### src/rtl/qte_pkg.sv
// ----------------------------------------------------------------------------
// qte_pkg
// Shared widths, pipeline types and the CORDIC step angle table.
// ----------------------------------------------------------------------------
package qte_pkg;

   localparam int CORDIC_STEPS = 16;
   localparam int ANGLE_BITS   = 16;

   localparam int DATA_W      = 36;              // cordic datapath, holds gain growth
   localparam int ZW          = ANGLE_BITS + 2;  // angle accumulator
   localparam int OW          = 48;              // scaled angle before wrap
   localparam int IDX_W       = 5;
   localparam int SQRT_STEPS  = 31;              // root of values up to 2^60
   localparam int REM_W       = 61;
   localparam int STEP_SH     = 32 - ANGLE_BITS;

   localparam logic signed [DATA_W-1:0] HALF_Q30    = DATA_W'(64'sd536870912);
   localparam logic signed [DATA_W-1:0] LOCK_THRESH = DATA_W'(64'sd1073634450);

   localparam int LANE_HEAD  = 0;
   localparam int LANE_PITCH = 1;
   localparam int LANE_BANK  = 2;

   typedef struct packed {
      logic                     lock;
      logic signed [DATA_W-1:0] sp;
      logic signed [DATA_W-1:0] hy;
      logic signed [DATA_W-1:0] hx;
      logic signed [DATA_W-1:0] by;
      logic signed [DATA_W-1:0] bx;
   } side_type;

   typedef struct packed {
      logic [REM_W-1:0]      rem;
      logic [SQRT_STEPS-1:0] root;
      side_type              side;
   } sqrt_type;

   typedef struct packed {
      logic                     zero;
      logic signed [DATA_W-1:0] x;
      logic signed [DATA_W-1:0] y;
      logic signed [ZW-1:0]     z;
   } lane_type;

   typedef struct packed {
      logic               lock;
      logic               sp_pos;
      lane_type [2:0]     lanes;
   } cordic_type;

   // atan(2^-i) in units of pi/2^31, rounded half up to ANGLE_BITS
   function automatic logic signed [ZW-1:0] step_angle(logic [IDX_W-1:0] i);
      logic [31:0] t;
      logic [32:0] r;
      case (i)
         5'd0:  t = 32'd536870912;
         5'd1:  t = 32'd316933406;
         5'd2:  t = 32'd167458907;
         5'd3:  t = 32'd85004756;
         5'd4:  t = 32'd42667331;
         5'd5:  t = 32'd21354465;
         5'd6:  t = 32'd10679838;
         5'd7:  t = 32'd5340245;
         5'd8:  t = 32'd2670163;
         5'd9:  t = 32'd1335087;
         5'd10: t = 32'd667544;
         5'd11: t = 32'd333772;
         5'd12: t = 32'd166886;
         5'd13: t = 32'd83443;
         5'd14: t = 32'd41722;
         5'd15: t = 32'd20861;
         5'd16: t = 32'd10430;
         5'd17: t = 32'd5215;
         5'd18: t = 32'd2608;
         5'd19: t = 32'd1304;
         5'd20: t = 32'd652;
         5'd21: t = 32'd326;
         5'd22: t = 32'd163;
         5'd23: t = 32'd81;
         5'd24: t = 32'd41;
         5'd25: t = 32'd20;
         5'd26: t = 32'd10;
         5'd27: t = 32'd5;
         5'd28: t = 32'd3;
         5'd29: t = 32'd1;
         5'd30: t = 32'd1;
         default: t = 32'd0;
      endcase
      if (STEP_SH > 0) begin
         r = ({1'b0, t} + (33'd1 << (STEP_SH > 0 ? STEP_SH - 1 : 0))) >> STEP_SH;
      end else begin
         r = {1'b0, t};
      end
      return $signed(ZW'(r));
   endfunction

endpackage

### src/rtl/qte_cordic_cell.sv
// ----------------------------------------------------------------------------
// qte_cordic_cell
// One vectoring CORDIC iteration for the heading, pitch and bank lanes.
// ----------------------------------------------------------------------------
module qte_cordic_cell import qte_pkg::*; (
   input  logic             clock,
   input  logic             reset,
   input  logic [IDX_W-1:0] step_idx,
   input  logic             in_valid,
   output logic             in_ready,
   input  cordic_type       in_data,
   output logic             out_valid,
   input  logic             out_ready,
   output cordic_type       out_data
);

   logic                 valid_ff;
   cordic_type           data_ff;
   cordic_type           data_in;
   logic signed [ZW-1:0] angle;

   always_comb begin
      angle   = step_angle(step_idx);
      data_in = in_data;
      for (int k = 0; k < 3; k++) begin
         if (in_data.lanes[k].y >= 0) begin
            data_in.lanes[k].x = in_data.lanes[k].x + (in_data.lanes[k].y >>> step_idx);
            data_in.lanes[k].y = in_data.lanes[k].y - (in_data.lanes[k].x >>> step_idx);
            data_in.lanes[k].z = in_data.lanes[k].z + angle;
         end else begin
            data_in.lanes[k].x = in_data.lanes[k].x - (in_data.lanes[k].y >>> step_idx);
            data_in.lanes[k].y = in_data.lanes[k].y + (in_data.lanes[k].x >>> step_idx);
            data_in.lanes[k].z = in_data.lanes[k].z - angle;
         end
      end
   end

   assign in_ready  = !valid_ff || out_ready;
   assign out_valid = valid_ff;
   assign out_data  = data_ff;

   always_ff @(posedge clock) begin
      if (reset) begin
         valid_ff <= 1'b0;
      end else if (in_ready) begin
         valid_ff <= in_valid;
      end
      if (in_ready && in_valid) begin
         data_ff <= data_in;
      end
   end

endmodule

### config.mk
export PLATFORM = sky130hd
export DESIGN_NAME = qte_cordic_cell
export DESIGN_NICKNAME = d
export VERILOG_FILES = /design/src/rtl/qte_pkg.sv /design/src/rtl/qte_cordic_cell.sv
export SDC_FILE = /design/constraint.sdc
export NUM_CORES = 2
export LEC_CHECK = 0
export ABC_AREA = 1
export BUFFER_PORTS_ARGS = -buffer_cell sky130_fd_sc_hd__buf_2
export CORE_ASPECT_RATIO = 0.8
export CORE_MARGIN = 2
export CORE_UTILIZATION = 35
export CTS_BUF_LIST = sky130_fd_sc_hd__clkbuf_16
export CTS_CLUSTER_DIAMETER = 120
export DETAILED_ROUTE_END_ITERATION = 10
export PLACE_DENSITY_LB_ADDON = 0.08
export SLEW_MARGIN = 25
export SYNTH_ARGS = -nofsm -noshare
export SYNTH_HDL_FRONTEND = slang
export SYNTH_SLANG_ARGS = --single-unit
### constraint.sdc
create_clock -name clock -period 18.5 [get_ports clock]
set_input_delay 0.925 -clock clock [delete_from_list [all_inputs] [get_ports clock]]
set_output_delay 0.925 -clock clock [all_outputs]
set_load 0.01 [all_outputs]
---- Yosys cells after proc, flatten, opt, wreduce, memory -nomap -nowiden ----
Memory sizes are Yosys's and may differ from the RTL's.
Cells that the tools add are included.
storage, ports and cells
  memories ................................ 1
  bits in writable memories ............... 0
  bits in latches ......................... 0
  logic and storage cells ................. 50
  register bits ........................... 276
  bits in read-only memories .............. 960
operators by class
  reductions and logical operators ........ 3
  $add $sub $neg .......................... 19
  $lt $le $gt $ge ......................... 3
  equal/unequal tests ..................... 0
  shifts and indexed selects .............. 6
  bitwise operators ....................... 0
  mux-type cells .......................... 3
  multiply operators ...................... 0
  divide/modulo/power cells ............... 0
memory list
  memory           words  bits a word  read ports  clocked after memory_dff  wr ports  line           RTL
  (no name shown)  32     30           1           0                         0         qte_pkg.sv:57  case (i)
operators with widths
  kind                                                                 count
  2-to-1 mux 90 bit                                                    3
  adder 36 bit                                                         6
  >>> shifter 36 x 5 -> 36 bit                                         6
  subtractor 36 bit                                                    6
  greater-or-equal comparator 36 x 1 -> 1 bit (second input constant)  3
  adder 18 bit                                                         3
  subtractor 18 bit                                                    3
  adder 32 x 16 -> 33 bit (second input constant)                      1
  logical AND 1 bit                                                    1
  zero test 1 bit                                                      1
  logical OR 1 bit                                                     1

---- Depth between registers and ports, before layout ----
An unclocked memory read counts as a cell.
  word-level depth ........................ 4
  mapped depth ............................ 36

---- Worst setup path after synthesis ----
Ideal clock, no wire load.
  path type ............................... input-to-reg
  start point ............................. input port in_valid
  end point ............................... register data_ff, in the netlist out_data[0] (enable)
  library setup time ...................... 1002 ps
  slack ................................... 3348 ps
  stages .................................. 2
  data arrival time ....................... 14150 ps
  cells stage by stage .................... inv_1 > a21oi_1
on the way
  longest elaborated chain between the ends .. 1
ends and longest elaborated chain
  element                 line                   RTL
  start: declaration      qte_cordic_cell.sv:9   input logic in_valid,
  logical AND 1 bit       qte_cordic_cell.sv:48  if (in_ready && in_valid) begin
  end signal: assignment  qte_cordic_cell.sv:49  data_ff <= data_in;
  end: declaration        qte_cordic_cell.sv:18  cordic_type data_ff;
No other way between the ends.
A chain may end at the register's enable or synchronous reset.

==> impl_metrics.prom <==
# TYPE chip_impl_metric gauge
chip_impl_info{name="run_status",value="finished, final reports clean"} 1
chip_impl_metric{name="timing.final.setup_violations",unit=""} 0
chip_impl_metric{name="synth.net_count",unit=""} 7356
chip_impl_metric{name="leakage_power_of_the_design",unit="uW"} 0.0232
chip_impl_metric{name="floorplan.rows",unit=""} 112
chip_impl_metric{name="portion_of_the_post_synthesis_area_used_by_sequential_elements",unit="%"} 20.1
chip_impl_metric{name="clock_skew",unit="ps"} 24.5
chip_impl_info{name="leading_cell_type_in_the_layout_fill_and_taps_excluded",value="sky130_fd_sc_hd__nand2_1"} 1
chip_impl_info{name="critical_path.reg2reg.startpoint",value="out_valid"} 1
chip_impl_metric{name="grt.overflow.total",unit=""} 0
chip_impl_metric{name="achievable-frequency",unit="MHz"} 139
chip_impl_metric{name="pin_count_of_the_biggest_net_entering_global_routing",unit=""} 92
chip_impl_metric{name="synth_largest_type_area_fraction",unit="%"} 20.8
chip_impl_metric{name="via_count",unit=""} 48300
chip_impl_metric{name="fp.dieW",unit="um"} 387
chip_impl_metric{name="insertion_delay",unit="ps"} 600
chip_impl_metric{name="cts_num_sinks",unit=""} 276
chip_impl_info{name="commonest_non_fill_non_tap_cells_in_the_layout",value="sky130_fd_sc_hd__nand2_1, sky130_fd_sc_hd__nand3_1, sky130_fd_sc_hd__buf_2"} 1
chip_impl_metric{name="drt-pass1-iter-count",unit=""} 6
chip_impl_metric{name="worst_ep_required_time",unit="ps"} 18900
chip_impl_info{name="synthTopCellsByArea",value="sky130_fd_sc_hd__nand2_1, sky130_fd_sc_hd__edfxtp_1, sky130_fd_sc_hd__nand3_1, sky130_fd_sc_hd__ha_1, sky130_fd_sc_hd__xor2_1"} 1
chip_impl_metric{name="post_cts_hold_buffer_count",unit=""} 0
chip_impl_metric{name="finalNetCount",unit=""} 7724
chip_impl_metric{name="detail_route.wl_per_cell",unit="um"} 21.8
chip_impl_metric{name="post_synth_xor_area_fraction",unit="%"} 8.02
chip_impl_info{name="timing_worst_setup_path_type",value="input pin to flop"} 1
chip_impl_metric{name="post-cts-setup-buffer-count",unit=""} 0
chip_impl_metric{name="flow.area_growth_from_synthesis",unit="%"} 12.2
chip_impl_metric{name="postSynthRegisterBits",unit=""} 276
chip_impl_info{name="synth_top_family_by_area",value="simple AND/OR/NAND/NOR gates"} 1
chip_impl_metric{name="clk_pin_slew",unit="ps"} 60
chip_impl_metric{name="synth_edf_count",unit=""} 275
chip_impl_metric{name="crit_path_max_incr_delay",unit="ps"} 780
chip_impl_metric{name="tns",unit="ps"} 0
chip_impl_metric{name="tritoncts.num_buffers",unit=""} 38
chip_impl_metric{name="netlist_instances",unit=""} 6789
chip_impl_metric{name="maxSlewHeadroom",unit="%"} 31.9
chip_impl_metric{name="drt_drc_violations_left",unit=""} 0
chip_impl_metric{name="grt_usage",unit="%"} 30.2
chip_impl_metric{name="clockBufferDepth",unit=""} 3
chip_impl_metric{name="tightest_pin_transition",unit="ps"} 1020
chip_impl_metric{name="floorplan.initialDensity",unit="%"} 35.3
chip_impl_metric{name="async_reset_ff_share",unit="%"} 0
chip_impl_metric{name="gpl_wtd_cong",unit=""} 1.01
chip_impl_metric{name="htreeDepth",unit=""} 2
chip_impl_info{name="dominantRegCellSynth",value="sky130_fd_sc_hd__edfxtp_1"} 1
chip_impl_info{name="holdCritPathClass",value="input pin to flop"} 1
chip_impl_metric{name="maxCapViolations",unit=""} 0
chip_impl_metric{name="r2r_cells",unit=""} 4
chip_impl_info{name="synth_top_cell_by_area",value="sky130_fd_sc_hd__nand2_1"} 1
chip_impl_metric{name="finalMaxSlewViolations",unit=""} 0
chip_impl_info{name="setup.worst_path.start_class",value="input pin"} 1
chip_impl_metric{name="finalWirelength",unit="um"} 190000
chip_impl_metric{name="post_cts_sizing_count",unit=""} 0
chip_impl_metric{name="power_density",unit="mW/mm2"} 82.1
chip_impl_metric{name="grt_first_pass_wirelength",unit="um"} 278000
chip_impl_metric{name="timing.final.hold_violations",unit=""} 0
chip_impl_metric{name="portBuffers",unit=""} 560
chip_impl_metric{name="critical_path_arrival",unit="ps"} 7570
chip_impl_metric{name="num_io_pins",unit=""} 561
chip_impl_metric{name="share_of_layout_cells_above_drive_strength_1",unit="%"} 10.5
chip_impl_metric{name="synth_mux_area_share",unit="%"} 0
chip_impl_info{name="cts_tree",value="done"} 1
chip_impl_metric{name="reg2reg_setup_slack",unit="ps"} 15410
chip_impl_metric{name="synth-compound-area-share",unit="%"} 12.1
chip_impl_metric{name="vdd_ir_drop_max",unit="uV"} 67.4
chip_impl_metric{name="synthesis.area_per_instance",unit="um2"} 6.06
chip_impl_metric{name="die-area",unit="mm2"} 0.120
chip_impl_metric{name="library_cells_used_by_synthesis",unit=""} 52
chip_impl_metric{name="final_critical_path_setup_slack",unit="ps"} 11330
chip_impl_metric{name="netlist_area",unit="mm2"} 0.0412
chip_impl_metric{name="route.antenna.remaining_nets",unit=""} 0
chip_impl_info{name="critical_path.endpoint_type",value="flop"} 1
chip_impl_info{name="grt_setup_unrepaired",value="false"} 1
chip_impl_metric{name="area_of_the_core_region",unit="mm2"} 0.117
chip_impl_metric{name="crit_share_post_route",unit="%"} 38.8
chip_impl_metric{name="critical_path_peak_fanout",unit=""} 71
chip_impl_metric{name="core_utilization_of_the_finished_layout",unit="%"} 39.6
chip_impl_metric{name="synth-warning-count",unit=""} 0
chip_impl_metric{name="dpl.hpwl",unit="um"} 156000
chip_impl_metric{name="post_synth_fa_ha_maj_area_fraction",unit="%"} 8.77
chip_impl_metric{name="whs_path_depth",unit=""} 2
chip_impl_info{name="launch_point_of_the_critical_path",value="step_idx[1]"} 1
chip_impl_metric{name="antenna_violations_before_repair",unit=""} 14
chip_impl_metric{name="viasPerCell",unit=""} 5.53
chip_impl_metric{name="synthSimpleGateAreaFrac",unit="%"} 42.9
chip_impl_metric{name="power.total",unit="uW"} 3790
chip_impl_info{name="hp-start",value="reset"} 1
chip_impl_metric{name="drt_iter0_markers",unit=""} 6279
chip_impl_metric{name="timing.final.crit_period",unit="ps"} 7170
chip_impl_info{name="critical-path-slowest-cell",value="sky130_fd_sc_hd__buf_4"} 1
chip_impl_metric{name="die_h",unit="um"} 311
chip_impl_metric{name="pre_cts_slack",unit="ps"} 10980
chip_impl_metric{name="first_global_vias",unit=""} 42600
chip_impl_info{name="cts_root_buf",value="sky130_fd_sc_hd__clkbuf_16"} 1
cell usage after synthesis, types with 18 or more instances:
cell,instances
sky130_fd_sc_hd__a21o_1,43
sky130_fd_sc_hd__a21oi_1,375
sky130_fd_sc_hd__a31oi_1,85
sky130_fd_sc_hd__buf_1,59
sky130_fd_sc_hd__buf_2,97
sky130_fd_sc_hd__buf_4,18
sky130_fd_sc_hd__clkbuf_1,79
sky130_fd_sc_hd__edfxtp_1,275
sky130_fd_sc_hd__ha_1,274
sky130_fd_sc_hd__inv_1,503
sky130_fd_sc_hd__inv_2,27
sky130_fd_sc_hd__nand2_1,2279
sky130_fd_sc_hd__nand3_1,1225
sky130_fd_sc_hd__nand4_1,53
sky130_fd_sc_hd__nor2_1,500
sky130_fd_sc_hd__nor2_2,22
sky130_fd_sc_hd__nor3_1,40
sky130_fd_sc_hd__o211ai_1,21
sky130_fd_sc_hd__o21a_1,19
sky130_fd_sc_hd__o21ai_0,217
sky130_fd_sc_hd__o21ai_1,35
sky130_fd_sc_hd__o221ai_1,18
sky130_fd_sc_hd__xnor2_1,108
sky130_fd_sc_hd__xor2_1,269
metrics by stage:
stage | cell area (um2) | hold WS (ps) | instances
2_1_floorplan | 41200 | 577 | 6789
3_3_place_gp | 44900 | 537 | 8656
3_5_place_dp | 44900 | 533 | 8656
4_1_cts | 46200 | 426 | 8723
5_1_grt | 46200 | 456 | 8725
6_report | 46200 | 470 | 8727
flip-flops by register name, indices dropped and copies added (netlist names):
name / count
out_data: 275
out_valid: 1
report_power, final:
group / total, uW / leakage [uW] / internal [uW] / switching, uW
Combinational: 2080 / 0.0199 / 676 / 1400
Sequential: 954 / 0.00267 / 913 / 40.7
Clock: 758 / 0.000624 / 441 / 317
Total: 3790 / 0.0232 / 2030 / 1760
worst max-delay path: cells and delay by family:
kind / cells / cell delay, ps
adders and majority gates: 2 / 580
xor gates and xnor gates: 2 / 500
and+or+nand+nor: 13 / 1930
buffers and inverters: 8 / 2290
AOI/OAI and AO/OA: 4 / 1180
worst paths after layout:
check	end
hold / removal	out_valid
hold reg to reg	out_valid
setup / recovery	out_data[47]
setup reg to reg	out_data[224]
kinds of logic (layout without fill, tap and decap cells):
group / after synthesis / in the layout
xor+xnor: 377 / 377
buf+inv: 803 / 1198
other cells: 0 / 4
compound gates: 876 / 876
fa+ha+maj: 283 / 283
simple gates: 4174 / 4174
flops: 276 / 276
final cells by class:
class	instances	area (um2)
Fill cell	13000	70400
Multi-Input combinational cell	5710	29600
Sequential cell	276	8280
Timing Repair Buffer	596	3090
Inverter	535	2030
Tap cell	1539	1930
Clock buffer	39	976
Clock inverter	28	268
Antenna cell	4	10.0
metal layers:
metal | vias up | wire length [um] | track usage, %
met5 | - | 60 | 0
met4 | 8 | 3910 | 6.05
met3 | 185 | 22100 | 8.92
met2 | 2280 | 69400 | 38.4
met1 | 22300 | 94900 | 48.3
li1 | 23500 | - | -
No activity file was read; power rests on OpenSTA's default activity.
