**src/rtl/qte_pkg.sv**
```systemverilog
// ----------------------------------------------------------------------------
// qte_pkg
// Shared widths, pipeline types and the CORDIC step angle table.
// ----------------------------------------------------------------------------
package qte_pkg;

   localparam int CORDIC_STEPS = 16;
   localparam int ANGLE_BITS   = 16;

   localparam int DATA_W      = 36;              // cordic datapath, holds gain growth
   localparam int ZW          = ANGLE_BITS + 2;  // angle accumulator
   localparam int OW          = 48;              // scaled angle before wrap
   localparam int IDX_W       = 5;
   localparam int SQRT_STEPS  = 31;              // root of values up to 2^60
   localparam int REM_W       = 61;
   localparam int STEP_SH     = 32 - ANGLE_BITS;

   localparam logic signed [DATA_W-1:0] HALF_Q30    = DATA_W'(64'sd536870912);
   localparam logic signed [DATA_W-1:0] LOCK_THRESH = DATA_W'(64'sd1073634450);

   localparam int LANE_HEAD  = 0;
   localparam int LANE_PITCH = 1;
   localparam int LANE_BANK  = 2;

   typedef struct packed {
      logic                     lock;
      logic signed [DATA_W-1:0] sp;
      logic signed [DATA_W-1:0] hy;
      logic signed [DATA_W-1:0] hx;
      logic signed [DATA_W-1:0] by;
      logic signed [DATA_W-1:0] bx;
   } side_type;

   typedef struct packed {
      logic [REM_W-1:0]      rem;
      logic [SQRT_STEPS-1:0] root;
      side_type              side;
   } sqrt_type;

   typedef struct packed {
      logic                     zero;
      logic signed [DATA_W-1:0] x;
      logic signed [DATA_W-1:0] y;
      logic signed [ZW-1:0]     z;
   } lane_type;

   typedef struct packed {
      logic               lock;
      logic               sp_pos;
      lane_type [2:0]     lanes;
   } cordic_type;

   // atan(2^-i) in units of pi/2^31, rounded half up to ANGLE_BITS
   function automatic logic signed [ZW-1:0] step_angle(logic [IDX_W-1:0] i);
      logic [31:0] t;
      logic [32:0] r;
      case (i)
         5'd0:  t = 32'd536870912;
         5'd1:  t = 32'd316933406;
         5'd2:  t = 32'd167458907;
         5'd3:  t = 32'd85004756;
         5'd4:  t = 32'd42667331;
         5'd5:  t = 32'd21354465;
         5'd6:  t = 32'd10679838;
         5'd7:  t = 32'd5340245;
         5'd8:  t = 32'd2670163;
         5'd9:  t = 32'd1335087;
         5'd10: t = 32'd667544;
         5'd11: t = 32'd333772;
         5'd12: t = 32'd166886;
         5'd13: t = 32'd83443;
         5'd14: t = 32'd41722;
         5'd15: t = 32'd20861;
         5'd16: t = 32'd10430;
         5'd17: t = 32'd5215;
         5'd18: t = 32'd2608;
         5'd19: t = 32'd1304;
         5'd20: t = 32'd652;
         5'd21: t = 32'd326;
         5'd22: t = 32'd163;
         5'd23: t = 32'd81;
         5'd24: t = 32'd41;
         5'd25: t = 32'd20;
         5'd26: t = 32'd10;
         5'd27: t = 32'd5;
         5'd28: t = 32'd3;
         5'd29: t = 32'd1;
         5'd30: t = 32'd1;
         default: t = 32'd0;
      endcase
      if (STEP_SH > 0) begin
         r = ({1'b0, t} + (33'd1 << (STEP_SH > 0 ? STEP_SH - 1 : 0))) >> STEP_SH;
      end else begin
         r = {1'b0, t};
      end
      return $signed(ZW'(r));
   endfunction

endpackage

```
**src/rtl/qte_sqrt_cell.sv**
```systemverilog
// ----------------------------------------------------------------------------
// qte_sqrt_cell
// One root digit of the restoring square root, one pipeline slot.
// ----------------------------------------------------------------------------
module qte_sqrt_cell import qte_pkg::*; (
   input  logic             clock,
   input  logic             reset,
   input  logic [IDX_W-1:0] step_idx,
   input  logic             in_valid,
   output logic             in_ready,
   input  sqrt_type         in_data,
   output logic             out_valid,
   input  logic             out_ready,
   output sqrt_type         out_data
);

   logic             valid_ff;
   sqrt_type         data_ff;
   sqrt_type         data_in;
   logic [REM_W-1:0] trial;

   // root bits sit above step_idx, so the or is an add
   always_comb begin
      trial = (REM_W'(in_data.root) << (step_idx + 1)) | (REM_W'(1) << (2 * step_idx));
      data_in = in_data;
      if (in_data.rem >= trial) begin
         data_in.rem  = in_data.rem - trial;
         data_in.root = in_data.root | (SQRT_STEPS'(1) << step_idx);
      end
   end

   assign in_ready  = !valid_ff || out_ready;
   assign out_valid = valid_ff;
   assign out_data  = data_ff;

   always_ff @(posedge clock) begin
      if (reset) begin
         valid_ff <= 1'b0;
      end else if (in_ready) begin
         valid_ff <= in_valid;
      end
      if (in_ready && in_valid) begin
         data_ff <= data_in;
      end
   end

endmodule

```
**config.mk**
```make
export PLATFORM = sky130hd
export DESIGN_NAME = qte_sqrt_cell
export DESIGN_NICKNAME = d
export VERILOG_FILES = /design/src/rtl/qte_pkg.sv /design/src/rtl/qte_sqrt_cell.sv
export SDC_FILE = /design/constraint.sdc
export NUM_CORES = 1
export LEC_CHECK = 0
export BUFFER_PORTS_ARGS = -buffer_cell sky130_fd_sc_hd__buf_4
export CAP_MARGIN = 20
export CORE_MARGIN = 2
export CORE_UTILIZATION = 35
export DETAILED_ROUTE_END_ITERATION = 8
export GPL_ROUTABILITY_DRIVEN = 0
export PLACE_DENSITY = 0.58
export SYNTH_ARGS = -nofsm -noshare
export SYNTH_HDL_FRONTEND = slang
export SYNTH_SLANG_ARGS = --single-unit
export TNS_END_PERCENT = 1
```
**constraint.sdc**
```tcl
create_clock -name clock -period 9.7 [get_ports clock]
set_input_delay 0.485 -clock clock [delete_from_list [all_inputs] [get_ports clock]]
set_output_delay 0.485 -clock clock [all_outputs]
set_load 0.005 [all_outputs]
```
Word-level counts from Yosys, hierarchy flattened
Index checks and enable logic that the tools add are counted.

word-level totals
  memories = 0
  latch bits = 0
  output and inout bits = 275
  bits in read-only memories = 0
  flip-flop bits (word level) = 274
  RAM bits = 0

operators by class
  $add $sub $neg = 2
  bitwise logic cells = 2
  multiply operators = 0
  divide/modulo/power cells = 0
  eq/ne operators = 0
  reductions and logical operators = 3
  shift operators = 3
  muxes and demuxes = 1
  $lt $le $gt $ge = 1

operators with widths
  operator                                           number
  two-way mux 92 bit                                 1
  >= comparator 61 bit                               1
  bitwise OR 61 bit                                  1
  << shifter 1 x 6 -> 61 bit (first input constant)  1
  << shifter 31 x 6 -> 61 bit                        1
  subtractor 61 bit                                  1
  bitwise OR 31 bit                                  1
  << shifter 1 x 5 -> 31 bit (first input constant)  1
  adder 5 x 1 -> 6 bit (second input constant)       1
  logical AND 1 bit                                  1
  zero test 1 bit                                    1
  logical OR 1 bit                                   1

Depth between registers and ports, before layout
Gate-level depths: netlist of the first run.

  depth in word-level cells = 5
  gate-level depth with buffers = 28

Worst setup path before layout of the first run
Ideal clock, no wire load.

  path kind = input -> register
  start = input out_ready
  end = register data_ff, in the netlist out_data[0], enable pin
  arrival time = 6.853 ns
  slack = 2.177 ns
  setup time = 0.670 ns
  buffers on the path = 0
  stages = 2
  cells stage by stage = nand2b_1 -> and2_1

on the way
  word-level cells in the longest chain between the ends = 2

ends and longest elaborated chain
  what                    line                 RTL
  start: declaration      qte_sqrt_cell.sv:13  input logic out_ready,
  logical OR 1 bit        qte_sqrt_cell.sv:32  assign in_ready = !valid_ff || out_ready;
  logical AND 1 bit       qte_sqrt_cell.sv:42  if (in_ready && in_valid) begin
  end signal: assignment  qte_sqrt_cell.sv:43  data_ff <= data_in;
  end: declaration        qte_sqrt_cell.sv:18  sqrt_type data_ff;

No other way between the ends.
A chain may end at the register's enable or synchronous reset.

==> results summary, run 1 <==
The clock latency reported for the late side of the worst-skew pair came out at 0.54 ns. The xor-xnor portion of the synthesized cell area is 2.82%. The mean routed wirelength per cell came out at 26.9 um. The total CTS buffers is 34. The floorplan step defined a die boundary enclosing 47000 sq um. Summing all multi-input logic gate instances after layout gives 7180 sq um. The reported leakage power came out at 9.13 nW. The clock net sink count came out at 274. The synthesized netlist contains 80 unique library cells.

The starting density of the core is 35.2%. STA classifies the critical path endpoint as a register. The global route total overflow is 0.

The number of buffers and inverters on the critical path came out at 5. The transition time of the tightest slew-check pin came out at 1.07 ns. The cell sitting at the root of the clock tree is a sky130_fd_sc_hd__clkbuf_16. Summed over all instances, the cell type with the most area after synthesis is sky130_fd_sc_hd__edfxtp_1. The adder and majority cell fraction of the synthesized area came out at 5.41%. The estimated wirelength of the detail-placed design came out at 56300 um. The core region area is 45100 sq um.

The total setup buffers inserted after CTS is 0. The post-synthesis share of cell area spent on and, or, nand and nor gates is 13.2%. The cell count of the worst hold path came out at 2.

The critical path required time is 9.97 ns. The max-cap check violation count came out at 0. In the post-synthesis netlist, the cell with the most instances is sky130_fd_sc_hd__edfxtp_1.

The pin count of the biggest net entering global routing came out at 75. The via count of the first global-routing pass came out at 13700. The filler cells instantiated in the layout total 4228.

The largest individual stage delay along the critical path comes from the cell sky130_fd_sc_hd__a21oi_4. The CTS tree is yes. The floorplan has 78 rows. The initial antenna violation count came to 8. The top cell family by delay on the critical path is compound AO/OA/AOI/OAI gates. The post-cts repair resize count is 0. The depth of the worst register-to-register path is 3. The peak clock frequency supported by timing is 0.150 GHz. The share of flip-flops with an asynchronous set or reset after synthesis is 0%. The total setup violations reported at the end of the flow is 0. The pre-antenna-repair detailed-routing pass consisted of 6 iterations. The area of the mapped netlist is 15900 sq um.

The die is 217 um wide. The path class of the tightest hold or removal check is in -> reg. In the routed design, unresolved DRC markers number 0. The part of the Yosys area used for sequential elements is 51.8%. In this run the remaining antenna-violating nets after routing total 0. The most used flip-flop cell after synthesis is sky130_fd_sc_hd__edfxtp_1. The clock skew after layout is 0.0109 ns.

The height of the chip came out at 217 um. The Yosys warning count came out at 0. Across the VDD grid, the largest voltage drop is 0.000123 V.

The data arrival at the endpoint of the critical path came out at 6.96 ns. By area the synthesized netlist is led by sky130_fd_sc_hd__edfxtp_1, sky130_fd_sc_hd__ha_1, sky130_fd_sc_hd__nand2_1. The number of nets in the finished design is 2313. The post-synthesis instance total is 1437. The worst hold path startpoint is reset. Of all nets on the critical path, the largest fanout is 42. The power density relative to cell area is 185 nW/um^2. The clock passes through at most 3 buffers.

The routed via count divided by cell count is 5.57. The number of H-tree branching levels is 2. The worst setup path is of the in -> reg kind.

Traced cell by cell, the critical path runs through buf_4 -> inv_2 -> ha_1 -> buf_4 -> mux2_2 -> o21ai_0 -> nor2_1 -> a21oi_1 -> mux2i_1 -> nand2_1 -> nand2_1 -> a222oi_1 -> ha_1 -> and3_1 -> and2_1 -> a221oi_1 -> o21a_1 -> o221ai_1 -> a21oi_4 -> buf_16 -> buf_12 -> o21ai_0. The final critical delay including setup and external delays came out at 6.69 ns. The footprint of the flip-flops and latches came out at 8220 sq um. The flop and latch count out of synthesis is 274. The number of buffers added to fix hold violations after cts is 0. The portion of the clock cycle consumed by the worst path in the final layout came out at 68.9%. The top-area cell type share of the netlist area came out at 51.7%. The startpoint identified for the worst register-to-register timing path is out_valid. The register-to-register setup slack came out at 7.02 ns. The synthesized netlist devotes 17.4% of its cell area to compound gates. After synthesis, the largest family of logic cells by area is compound AO/OA/AOI/OAI gates.

The relative area change from synthesis to final layout is 36.6%. The number of enable-type register cells in the synthesized netlist came out at 273. Cells with a size suffix above 1 make up 35.7% of the layout.

The total wire length after detailed routing is 69500 um. Setup repair after global routing left no endpoint under its margin. The final worst slack came out at 3.01 ns. The post-placement setup slack came out at 2.32 ns. The first-pass GRT wire length came out at 96700 um. In this design, the stage delay of the slowest critical-path cell is 0.63 ns.

The final hold violation count came out at 0. Headroom to the max-slew limit came out at 28.8%. Global routing consumed, over all layers together, 28.4% of the routing resources. In this run, the number of DRC markers left after iteration 0 of detailed routing was 1612.

The endpoint identified for the worst register-to-register timing path is out_data[26]. The number of ports placed on the die boundary is 557. The final route contains 14400 vias. The average instance in the mapped netlist occupies 11.0 sq um. The commonest cells after synthesis are sky130_fd_sc_hd__edfxtp_1, sky130_fd_sc_hd__nand2_1, sky130_fd_sc_hd__a21oi_1, sky130_fd_sc_hd__nor2_1, sky130_fd_sc_hd__o21ai_0. The number of slew-limit violations in the final report came out at 0.

The run finished with clean final reports. The path with the worst hold slack has its endpoint at out_valid. In this run the tool buffered the top-level ports with 556 buffer cells. STA classifies the critical path startpoint as an input pin. The synthesized net count is 1787. The mux share of post-synthesis cell area came out at 6.26%. Setup total negative slack on the finished layout was measured at 0 ns. The clock transition at the register clock pins on the worst setup and hold paths after CTS came out at 0.06 ns.
==> state kept, by name, indices dropped and copies added, names as in the netlist <==
name,flops
out_valid,1
out_data,273
==> worst max path at each step <==
stage / cells past startpoint / from / to / slack [ns]
6_report: 22 / step_idx[0] / out_data[239] / 3.01
5_1_grt: 22 / step_idx[0] / out_data[239] / 2.65
4_1_cts: 21 / step_idx[0] / out_data[213] / 2.88
3_5_place_dp: 21 / step_idx[0] / out_data[213] / 2.32
3_3_place_gp: 21 / step_idx[0] / out_data[213] / 2.51
2_1_floorplan: 2 / out_ready / out_data[0] / 2.18
==> cells in the final DEF (no fill, tap or decap), types with 25 or more instances in the layout <==
cell and instances:
sky130_fd_sc_hd__nand2_1 188, sky130_fd_sc_hd__inv_1 25, sky130_fd_sc_hd__nor2_1 102, sky130_fd_sc_hd__xnor2_1 27, sky130_fd_sc_hd__a21o_1 69, sky130_fd_sc_hd__ha_1 67
sky130_fd_sc_hd__clkbuf_16 35, sky130_fd_sc_hd__edfxtp_1 273, sky130_fd_sc_hd__o21ai_0 86, sky130_fd_sc_hd__a21oi_1 103, sky130_fd_sc_hd__buf_4 568, sky130_fd_sc_hd__mux2i_1 46
==> routing by layer <==
metal	GRT usage, %	up-vias	wire length [um]
li1	-	6471	-
met1	35.5	7072	27800
met2	48.3	745	33700
met3	7.46	128	5890
met4	8.13	14	2080
met5	0	-	80
==> where the power goes <==
group	internal [mW]	switching, mW	leakage (nW)	total [mW]
registers	1.44	0.0356	2.65	1.48
clock network	0.710	0.520	0.517	1.23
logic	0.532	0.759	5.96	1.29
==> cell families (layout without fill, tap and decap cells) <==
| logic type | Yosys count | after routing |
|---|---|---|
| simple gates | 447 | 447 |
| compound gates | 416 | 416 |
| flops | 274 | 274 |
| buf+inv | 109 | 661 |
| mux | 72 | 72 |
| fa+ha+maj | 68 | 68 |
| xor+xnor | 51 | 51 |
| other cells | 0 | 1 |
==> through the flow <==
stage / hold slack, ns / util [%] / instance area, sq um / total power, mW / cells
floorplan: 0.522 / - / 15900 / 2.25 / 1437
global placement: 0.550 / 45.6 / 20600 / 2.76 / 2526
detailed placement: 0.549 / 45.6 / 20600 / 2.77 / 2526
CTS: 0.0725 / 48.0 / 21600 / 4.01 / 2588
global route: 0.0825 / 48.0 / 21700 / 4.17 / 2589
finish: 0.0943 / 48.0 / 21700 / 4.00 / 2590
==> final cells by class <==
cell class | instances | share of cell area (%)
clock inverters | 17 | 0.635
well taps | 600 | 3.47
clock buffers | 45 | 4.31
repair buffers | 571 | 20.0
diodes | 1 | 0.0116
flip-flops and latches | 274 | 37.9
multi-input cells | 1054 | 33.2
inverters | 28 | 0.485
Power figures use the tool's default switching activity.
==> run 2: changes to the inputs <==
--- a/config.mk
+++ b/config.mk
@@ -5,13 +5,15 @@
 export SDC_FILE = /design/constraint.sdc
 export NUM_CORES = 1
 export LEC_CHECK = 0
+export ABC_AREA = 1
 export BUFFER_PORTS_ARGS = -buffer_cell sky130_fd_sc_hd__buf_4
 export CAP_MARGIN = 20
+export CORE_ASPECT_RATIO = 1.5
 export CORE_MARGIN = 2
 export CORE_UTILIZATION = 35
 export DETAILED_ROUTE_END_ITERATION = 8
 export GPL_ROUTABILITY_DRIVEN = 0
-export PLACE_DENSITY = 0.58
+export PLACE_DENSITY = 0.59
 export SYNTH_ARGS = -nofsm -noshare
 export SYNTH_HDL_FRONTEND = slang
 export SYNTH_SLANG_ARGS = --single-unit
==> constraint.sdc (replaced) <==
create_clock -name clock -period 5.45 [get_ports clock]
set_input_delay 0.2725 -clock clock [delete_from_list [all_inputs] [get_ports clock]]
set_output_delay 0.2725 -clock clock [all_outputs]
set_load 0.005 [all_outputs]
==> run 2 against run 1 <==
  * Die area grew 13%
  * Clock skew grew 0.015 ns
  * Core utilization grew 3.5 points
  * Final area grew 21%
  * Cell count grew 49%
  * Flip-flop and latch count is the same
==> results summary, run 2 <==
The flow ran to the end, and the final reports show no timing, DRC or antenna violations. The footprint of the flip-flops and latches came out at 8220 sq um. From synthesis to final layout, the design area changed by 45.4%. The detailed-router iteration count before antenna repair came out at 6. The design internal power is 4.70 mW.

The number of unique standard cell types used by synthesis is 47. The reported leakage power is 13.0 nW. Based on the critical path, the design can be clocked at up to 0.212 GHz.

The post-placement setup slack is 0.564 ns. The normalized max-slew margin is 24.6%. The power density relative to cell area came out at 284 nW/um^2. The first global-routing pass estimated 127000 um of wire. The violation count after the first detailed-routing iteration is 1613.

The pin count of the biggest net entering global routing is 149. The mean post-synth cell area came out at 7.53 sq um. The area of the die is 53200 sq um. The port buffer count came out at 556. The sum of internal, switching and leakage power came out at 7.43 mW. The top-area cell type share of the netlist area is 45.6%. In this run the worst setup path terminates at out_data[254]. The initial utilization of the core area, before any placement, comes to 35.5%. The data arrival at the endpoint of the critical path came out at 5.04 ns. The critical path startpoint is in_data[184]. The total CTS buffers is 30. The final worst slack came out at 0.732 ns. The worst setup path is of the in -> reg kind. The clock latency reported for the late side of the worst-skew pair came out at 0.60 ns. The register with the most flip-flops in the layout has 273 of them. The via count came out at 19900. The die extent in x came out at 189 um. The via count of the first global-routing pass came to 19600.

Summed over all failing endpoints, the final setup total negative slack is 0 ns. Synthesis produced a netlist whose cell count is 2386. The final hold violation count came out at 0. The maximum fanout count along the critical path came out at 22.

The synthesized net count is 2736. The area of all placed cells without fillers came out at 26100 sq um. The library cell used most frequently in the layout, excluding fill and tap cells, is sky130_fd_sc_hd__nand2_1. Yosys attributes the largest share of cell area to sky130_fd_sc_hd__edfxtp_1, sky130_fd_sc_hd__nand2_1, sky130_fd_sc_hd__inv_1. The total setup violations reported at the end of the flow is 0.

The number of placed cells counting well taps is 3570. The final worst hold slack came out at 0.0188 ns. The combinational fraction of design power is 36.8%.

The tightest min-delay check is of the in -> reg type. The clock skew after layout came out at 0.0263 ns. For this design the top-level I/O count stands at 557. In this run the number of H-tree levels came out at 1. Per report_power, the clock group accounts for 27.1% of the total. The worst setup path is launched from an input pin.

The DRC violations left is 0. Counting every sink on the clock net gives 274. The startpoint identified for the worst hold timing path is in_data[225]. The element type at the critical path end is a register.

The cell count of the worst hold path came out at 3. In this run the standard cell core region covers 50700 sq um. The buffer levels on the longest clock path came out at 3. The number of nets in the finished design came out at 3511.

The largest total area in the synthesized netlist belongs to sky130_fd_sc_hd__edfxtp_1. The final critical delay including setup and external delays came out at 4.72 ns. The register-to-register setup slack is 3.25 ns.

The number of fillers in the final layout is 4742. The mean routed wirelength per cell is 23.6 um. The area of the mapped netlist came out at 18000 sq um.

The flop and latch count out of synthesis is 274. The initial antenna violation count is 5. The worst register-to-register path ends at out_data[213]. The root buffer cell chosen for the clock tree is sky130_fd_sc_hd__clkbuf_16. The most used flip-flop cell after synthesis is sky130_fd_sc_hd__edfxtp_1. The library cells used most frequently in the layout, excluding fill and tap cells, are sky130_fd_sc_hd__nand2_1, sky130_fd_sc_hd__buf_4, sky130_fd_sc_hd__inv_1. The post-route antenna net violation count is 0. The Yosys warning count came out at 0. The overall routing resource usage is 33.1%. The fraction of power spent switching nets came out at 36.7%.

The portion of total power attributed to sequential cells is 36.2%. The final cell count without fillers came out at 3854. The worst register-to-register path begins at out_valid. The portion of the clock cycle consumed by the worst path in the final layout is 86.6%. Dividing the detail-routed via count by the number of cells gives 5.16.

The height of the chip came out at 282 um. Row generation in the floorplan step produced 101 rows. Counting flops with a built-in enable in the synthesized netlist gives 273. For the pin with the worst max-slew slack, the measured transition is 1.12 ns.

The global route total overflow is 0. The cell area after placement is 22900 sq um. The maximum vdd drop is 0.000206 V. The critical path required time came out at 5.77 ns. The net switching component of the power came out at 2.72 mW. The most common cell in the netlist is sky130_fd_sc_hd__nand2_1.

The fraction of layout cells with a size suffix above 1 is 21.6%. After legalization and detailed placement, the total HPWL measured 72400 um. The total wire length after detailed routing came out at 90900 um. The number of slew-limit violations in the final report is 0. The share of the core filled with cells in the final layout came out at 51.6%. The share of flip-flops with an asynchronous set or reset after synthesis came out at 0%. The combined area of the multi-input logic cells is 8040 sq um. The depth of the worst register-to-register path came out at 2. Setup repair after global routing left no endpoint under its margin. By count the netlist is led by sky130_fd_sc_hd__nand2_1, sky130_fd_sc_hd__inv_1, sky130_fd_sc_hd__edfxtp_1, sky130_fd_sc_hd__nand3_1, sky130_fd_sc_hd__nor2_1. The CTS tree is yes. The clock transition at the register clock pins on the worst setup and hold paths after CTS is 0.07 ns.

For this run, the register share of the synthesized area comes to 45.7%. The max-cap check violation count came out at 0.
[run 2: cell types whose count changed after synthesis, moves of 39 or more]
cell / before / now
sky130_fd_sc_hd__a21oi_1: 103 / 64
sky130_fd_sc_hd__nor2_1: 102 / 165
sky130_fd_sc_hd__mux2i_1: 46 / 4
sky130_fd_sc_hd__nand3_1: 22 / 223
sky130_fd_sc_hd__nand2_1: 188 / 924
sky130_fd_sc_hd__inv_1: 25 / 345
sky130_fd_sc_hd__a21o_1: 69 / 8
[run 2: worst min-delay path by stage]
stage / endpoint
after global routing: out_data[271]
after global placement: out_valid
after CTS: out_data[252]
after detailed placement: out_valid
final: out_data[225]
after floorplan: out_valid
[run 2: power by group through the flow]
stage          Sequential [mW]  Combinational (mW)  Clock (mW)
6_report                  2.68                2.73        2.01
5_1_grt                   2.69                2.96        2.13
4_1_cts                   2.68                2.67        2.05
3_5_place_dp              2.71                2.52           0
3_3_place_gp              2.72                2.49           0
2_1_floorplan             2.70                1.42           0
[run 2: cell type report]
type | instances | area share (%)
diodes | 1 | 0.00958
clock buffers | 36 | 2.96
clock inverters | 19 | 0.642
inverters | 362 | 5.20
multi-input cells | 1682 | 30.8
flip-flops and latches | 274 | 31.5
well taps | 669 | 3.20
repair buffers | 811 | 25.8
[run 2: cell families (layout without fill, tap and decap cells)]
logic type	count (synthesis)	after routing	synth area share, %
and+or+nand+nor	1409	1409	32.9
other	0	1	0
adders and majority gates	68	68	4.78
xor gates and xnor gates	32	32	1.60
AOI/OAI and AO/OA	169	169	5.16
muxes	4	4	0.223
buffers and inverters	430	1228	9.66
DFF	274	274	45.7
[run 2: per-layer routing]
layer / GRT usage, % / wire length, um / share of wire, %
met5: 0 / 36 / 0.040
met4: 21.9 / 7280 / 8.0
met3: 6.88 / 8080 / 8.9
met2: 57.3 / 43200 / 48
met1: 36.6 / 32300 / 36
[run 2: repair_timing]
item                       CTS  global route
setup endpoints to repair    0             0
hold buffers               228             0
gates resized for setup      0             0
setup buffers                0             0
hold endpoints to repair   228             0
[run 2: critical path, stage by stage]
cell	delay [ns]
sky130_fd_sc_hd__dlygate4sd3_1	0.53
sky130_fd_sc_hd__buf_4	0.11
sky130_fd_sc_hd__inv_1	0.05
sky130_fd_sc_hd__o21ai_0	0.47
sky130_fd_sc_hd__nand2_1	0.10
sky130_fd_sc_hd__nand2_1	0.11
sky130_fd_sc_hd__nand2_1	0.07
sky130_fd_sc_hd__nand2_1	0.08
sky130_fd_sc_hd__nand2_1	0.06
sky130_fd_sc_hd__o21ai_0	0.57
sky130_fd_sc_hd__a21oi_1	0.30
sky130_fd_sc_hd__ha_1	0.48
sky130_fd_sc_hd__nand2_1	0.11
sky130_fd_sc_hd__nor2_1	0.29
sky130_fd_sc_hd__nand2_1	0.25
sky130_fd_sc_hd__nor2_1	0.15
sky130_fd_sc_hd__nand4_1	0.20
sky130_fd_sc_hd__o21ai_1	0.33
sky130_fd_sc_hd__a21oi_4	0.07
sky130_fd_sc_hd__buf_4	0.23
sky130_fd_sc_hd__nand3_1	0.10
sky130_fd_sc_hd__nand2_1	0.06
==> run 3: changes to the inputs <==
--- a/config.mk
+++ b/config.mk
@@ -5,15 +5,13 @@
 export SDC_FILE = /design/constraint.sdc
 export NUM_CORES = 1
 export LEC_CHECK = 0
-export ABC_AREA = 1
 export BUFFER_PORTS_ARGS = -buffer_cell sky130_fd_sc_hd__buf_4
-export CAP_MARGIN = 20
-export CORE_ASPECT_RATIO = 1.5
+export CAP_MARGIN = 40
 export CORE_MARGIN = 2
 export CORE_UTILIZATION = 35
 export DETAILED_ROUTE_END_ITERATION = 8
 export GPL_ROUTABILITY_DRIVEN = 0
-export PLACE_DENSITY = 0.59
+export PLACE_DENSITY = 0.61
 export SYNTH_ARGS = -nofsm -noshare
 export SYNTH_HDL_FRONTEND = slang
 export SYNTH_SLANG_ARGS = --single-unit
==> run 3 against run 2 <==
  * Highest routed layer is now met4
  * Final area down 5.4%
  * Clock skew down 0.020 ns
  * Cell count down 25%
  * Power up 3.0%
  * Global-route usage down 3.7 points
  * Core utilization up 3.2 points
  * Critical path depth down 3
==> results summary, run 3 (synthesized netlist as in run 1, its figures left out) <==
The run finished with clean final reports. The first-pass GRT wire length came out at 102000 um. The maximum vdd drop is 0.000292 V. The longest clock path from root to sink contains 3 buffers. The worst setup path is captured at a register. The normalized max-slew margin came out at 34.0%. The critical path required time came out at 5.79 ns.

The clock tree synthesis step divided the H-tree into 2 levels. The floorplan step set the die width to 217 um. In this run the critical register-to-register path is launched from out_valid. Global routing used 29.4% of the available tracks across all layers. The total negative slack for setup checks came out at 0 ns.

The HPWL after detailed placement is 56300 um. For the worst setup path, the data arrival time is 5.52 ns. The relative area change from synthesis to final layout came out at 55.8%. After clock tree synthesis, the clock-pin slew on the worst setup and hold paths is 0.06 ns. In this run switching power makes up 31.9% of total power. In this run the most critical hold path is launched from in_data[211]. The share of the core filled with cells in the final layout came out at 54.8%. The most frequent standard cell in the layout excluding fill and tap cells is sky130_fd_sc_hd__buf_4. The number of slew-limit violations in the final report came out at 0. The total number of placement rows came out at 78. The final critical delay including setup and external delays came out at 5.18 ns. For this run, the post-layout net count is 2632.

The number of flip-flops under the largest register name is 273. The number of buffers and inverters on the critical path is 4. Setup violations remaining at the end of the flow were counted as 0. Setup repair after global routing left no endpoint under its margin. The routed via count divided by cell count is 5.39. Across the routed clock network, the largest skew measured is 0.00622 ns. Detailed routing inserted a total of 15700 vias. The detailed-router iteration count before antenna repair came out at 6. The initial antenna violation count came to 2. Traced cell by cell, the critical path runs through buf_4 -> inv_1 -> ha_1 -> buf_12 -> mux2i_1 -> a21oi_1 -> mux2i_1 -> o21ai_0 -> nor2_1 -> a21oi_1 -> nand2_1 -> ha_1 -> buf_4 -> nand4_1 -> o21ai_0 -> o211ai_1 -> a211o_1 -> and3_1 -> o31ai_1. The critical path startpoint is step_idx[1]. TritonCTS created 34 clock buffers. The design internal power came out at 5.21 mW.

The number of placed cells counting well taps is 2654. The combinational fraction of design power is 34.6%. The kind of critical path is in -> reg. The core region area is 45100 sq um. Power spread over the standard cell area amounts to 310 nW/um^2. The portion of total power attributed to sequential cells is 34.6%. The maximum fanout count along the critical path is 39. In the final layout, the share of cells above drive strength 1 is 36.6%.

The total wire length after detailed routing came out at 71800 um. The CTS tree is yes. The portion of the clock cycle consumed by the worst path in the final layout came out at 95.0%.

For this design the total switching power over the nets is 2.44 mW. The routing usage on met3 came out at 5.41%. The peak clock frequency supported by timing is 0.193 GHz. Leaving out fill and tap cells, the most frequent cells in the layout are sky130_fd_sc_hd__buf_4, sky130_fd_sc_hd__edfxtp_1, sky130_fd_sc_hd__dlygate4sd3_1. The fraction of met2 tracks used by global routing is 49.6%. The total setup buffers inserted after CTS came out at 0. Leaving out filler cells and counting taps, the final layout contains 2908.

The part of the power in the clock network is 30.8%. After detailed routing, the average wire length per cell comes to 24.7 um. The violation count after the first detailed-routing iteration came out at 1397. The pin count of the biggest net entering global routing is 153. For this run, design rule violations remaining after detail routing come to 0. The peak per-stage delay on the critical path came out at 0.80 ns.

The layout has 3938 filler cells. The detail route stage leaves a number of antenna-violating nets equal to 0. The area of the die came out at 47000 sq um.

The port buffer count is 556. The slowest stage of the critical path is the sky130_fd_sc_hd__o21ai_0 cell. The starting density of the core is 35.2%. The worst setup path is launched from an input pin. Grouping stages by cell kind, the critical path spends the most delay in compound AO/OA/AOI/OAI gates. The transition time of the tightest slew-check pin came out at 0.980 ns. The via count of the first global-routing pass is 15400. The clock net sink count is 274. The reported leakage power is 10.6 nW. The clock latency reported for the late side of the worst-skew pair came out at 0.55 ns. The final hold violation count came out at 0.

The most heavily used metal layer in global routing is met2. During I/O placement, the number of pins put on the boundary was 557. The class of the tightest hold or removal check is in -> reg. The global routing usage on met1 is 37.1%.

The tool flagged a number of max-cap violations equal to 0. The root buffer cell chosen for the clock tree is sky130_fd_sc_hd__clkbuf_16. The height of the chip came out at 217 um. The global route total overflow is 0.
## run 3: repair_timing
action | in CTS | in global routing
hold buffers | 192 | 0
gates resized for setup | 0 | 0
endpoints found under the hold margin | 191 | 0
## run 3: path summary, 6_finish.rpt
kind | end | slack, ns | cells past startpoint
worst min register to register | out_data[131] | 1.04 | 2
worst min-delay path | out_data[211] | 0.02 | 2
worst max register to register | out_data[172] | 3.29 | 3
worst max-delay path | out_data[262] | 0.27 | 19
## run 3: metal layers
metal	share of wire, %	wire length (um)	up-vias
li1	-	-	7124
met1	40	28900	7619
met2	48	34500	795
met3	7.2	5140	149
met4	4.5	3240	0
met5	0	0	-
## run 3: area by class of cell
class	instances	area (sq um)	share of cell area, %
timing repair buffer	890	7300	29.5
antenna	2	5.00	0.0203
sequential	274	8220	33.3
clock inverter	23	270	1.09
multi-input combinational	1054	7180	29.1
tap	600	751	3.04
inverter	28	105	0.425
clock buffer	37	883	3.57
## run 3: power by group through the flow
stage / Sequential [mW] / Combinational [mW] / Clock (mW)
after global placement: 2.69 / 2.46 / 0
after detailed placement: 2.68 / 2.48 / 0
after CTS: 2.65 / 2.62 / 2.40
after floorplan: 2.69 / 1.29 / 0
after global routing: 2.66 / 2.84 / 2.48
final: 2.64 / 2.65 / 2.36
## run 3: metrics by stage
stage          power, mW  hold slack, ns  setup slack, ns  area (sq um)
2_1_floorplan       3.99           0.342           -0.218         15900
3_3_place_gp        5.15           0.434           0.0686         21600
3_5_place_dp        5.17           0.431           0.0100         21600
4_1_cts             7.66        0.000645            0.555         24700
5_1_grt             7.98          0.0105           0.0737         24700
6_report            7.65          0.0174            0.271         24700
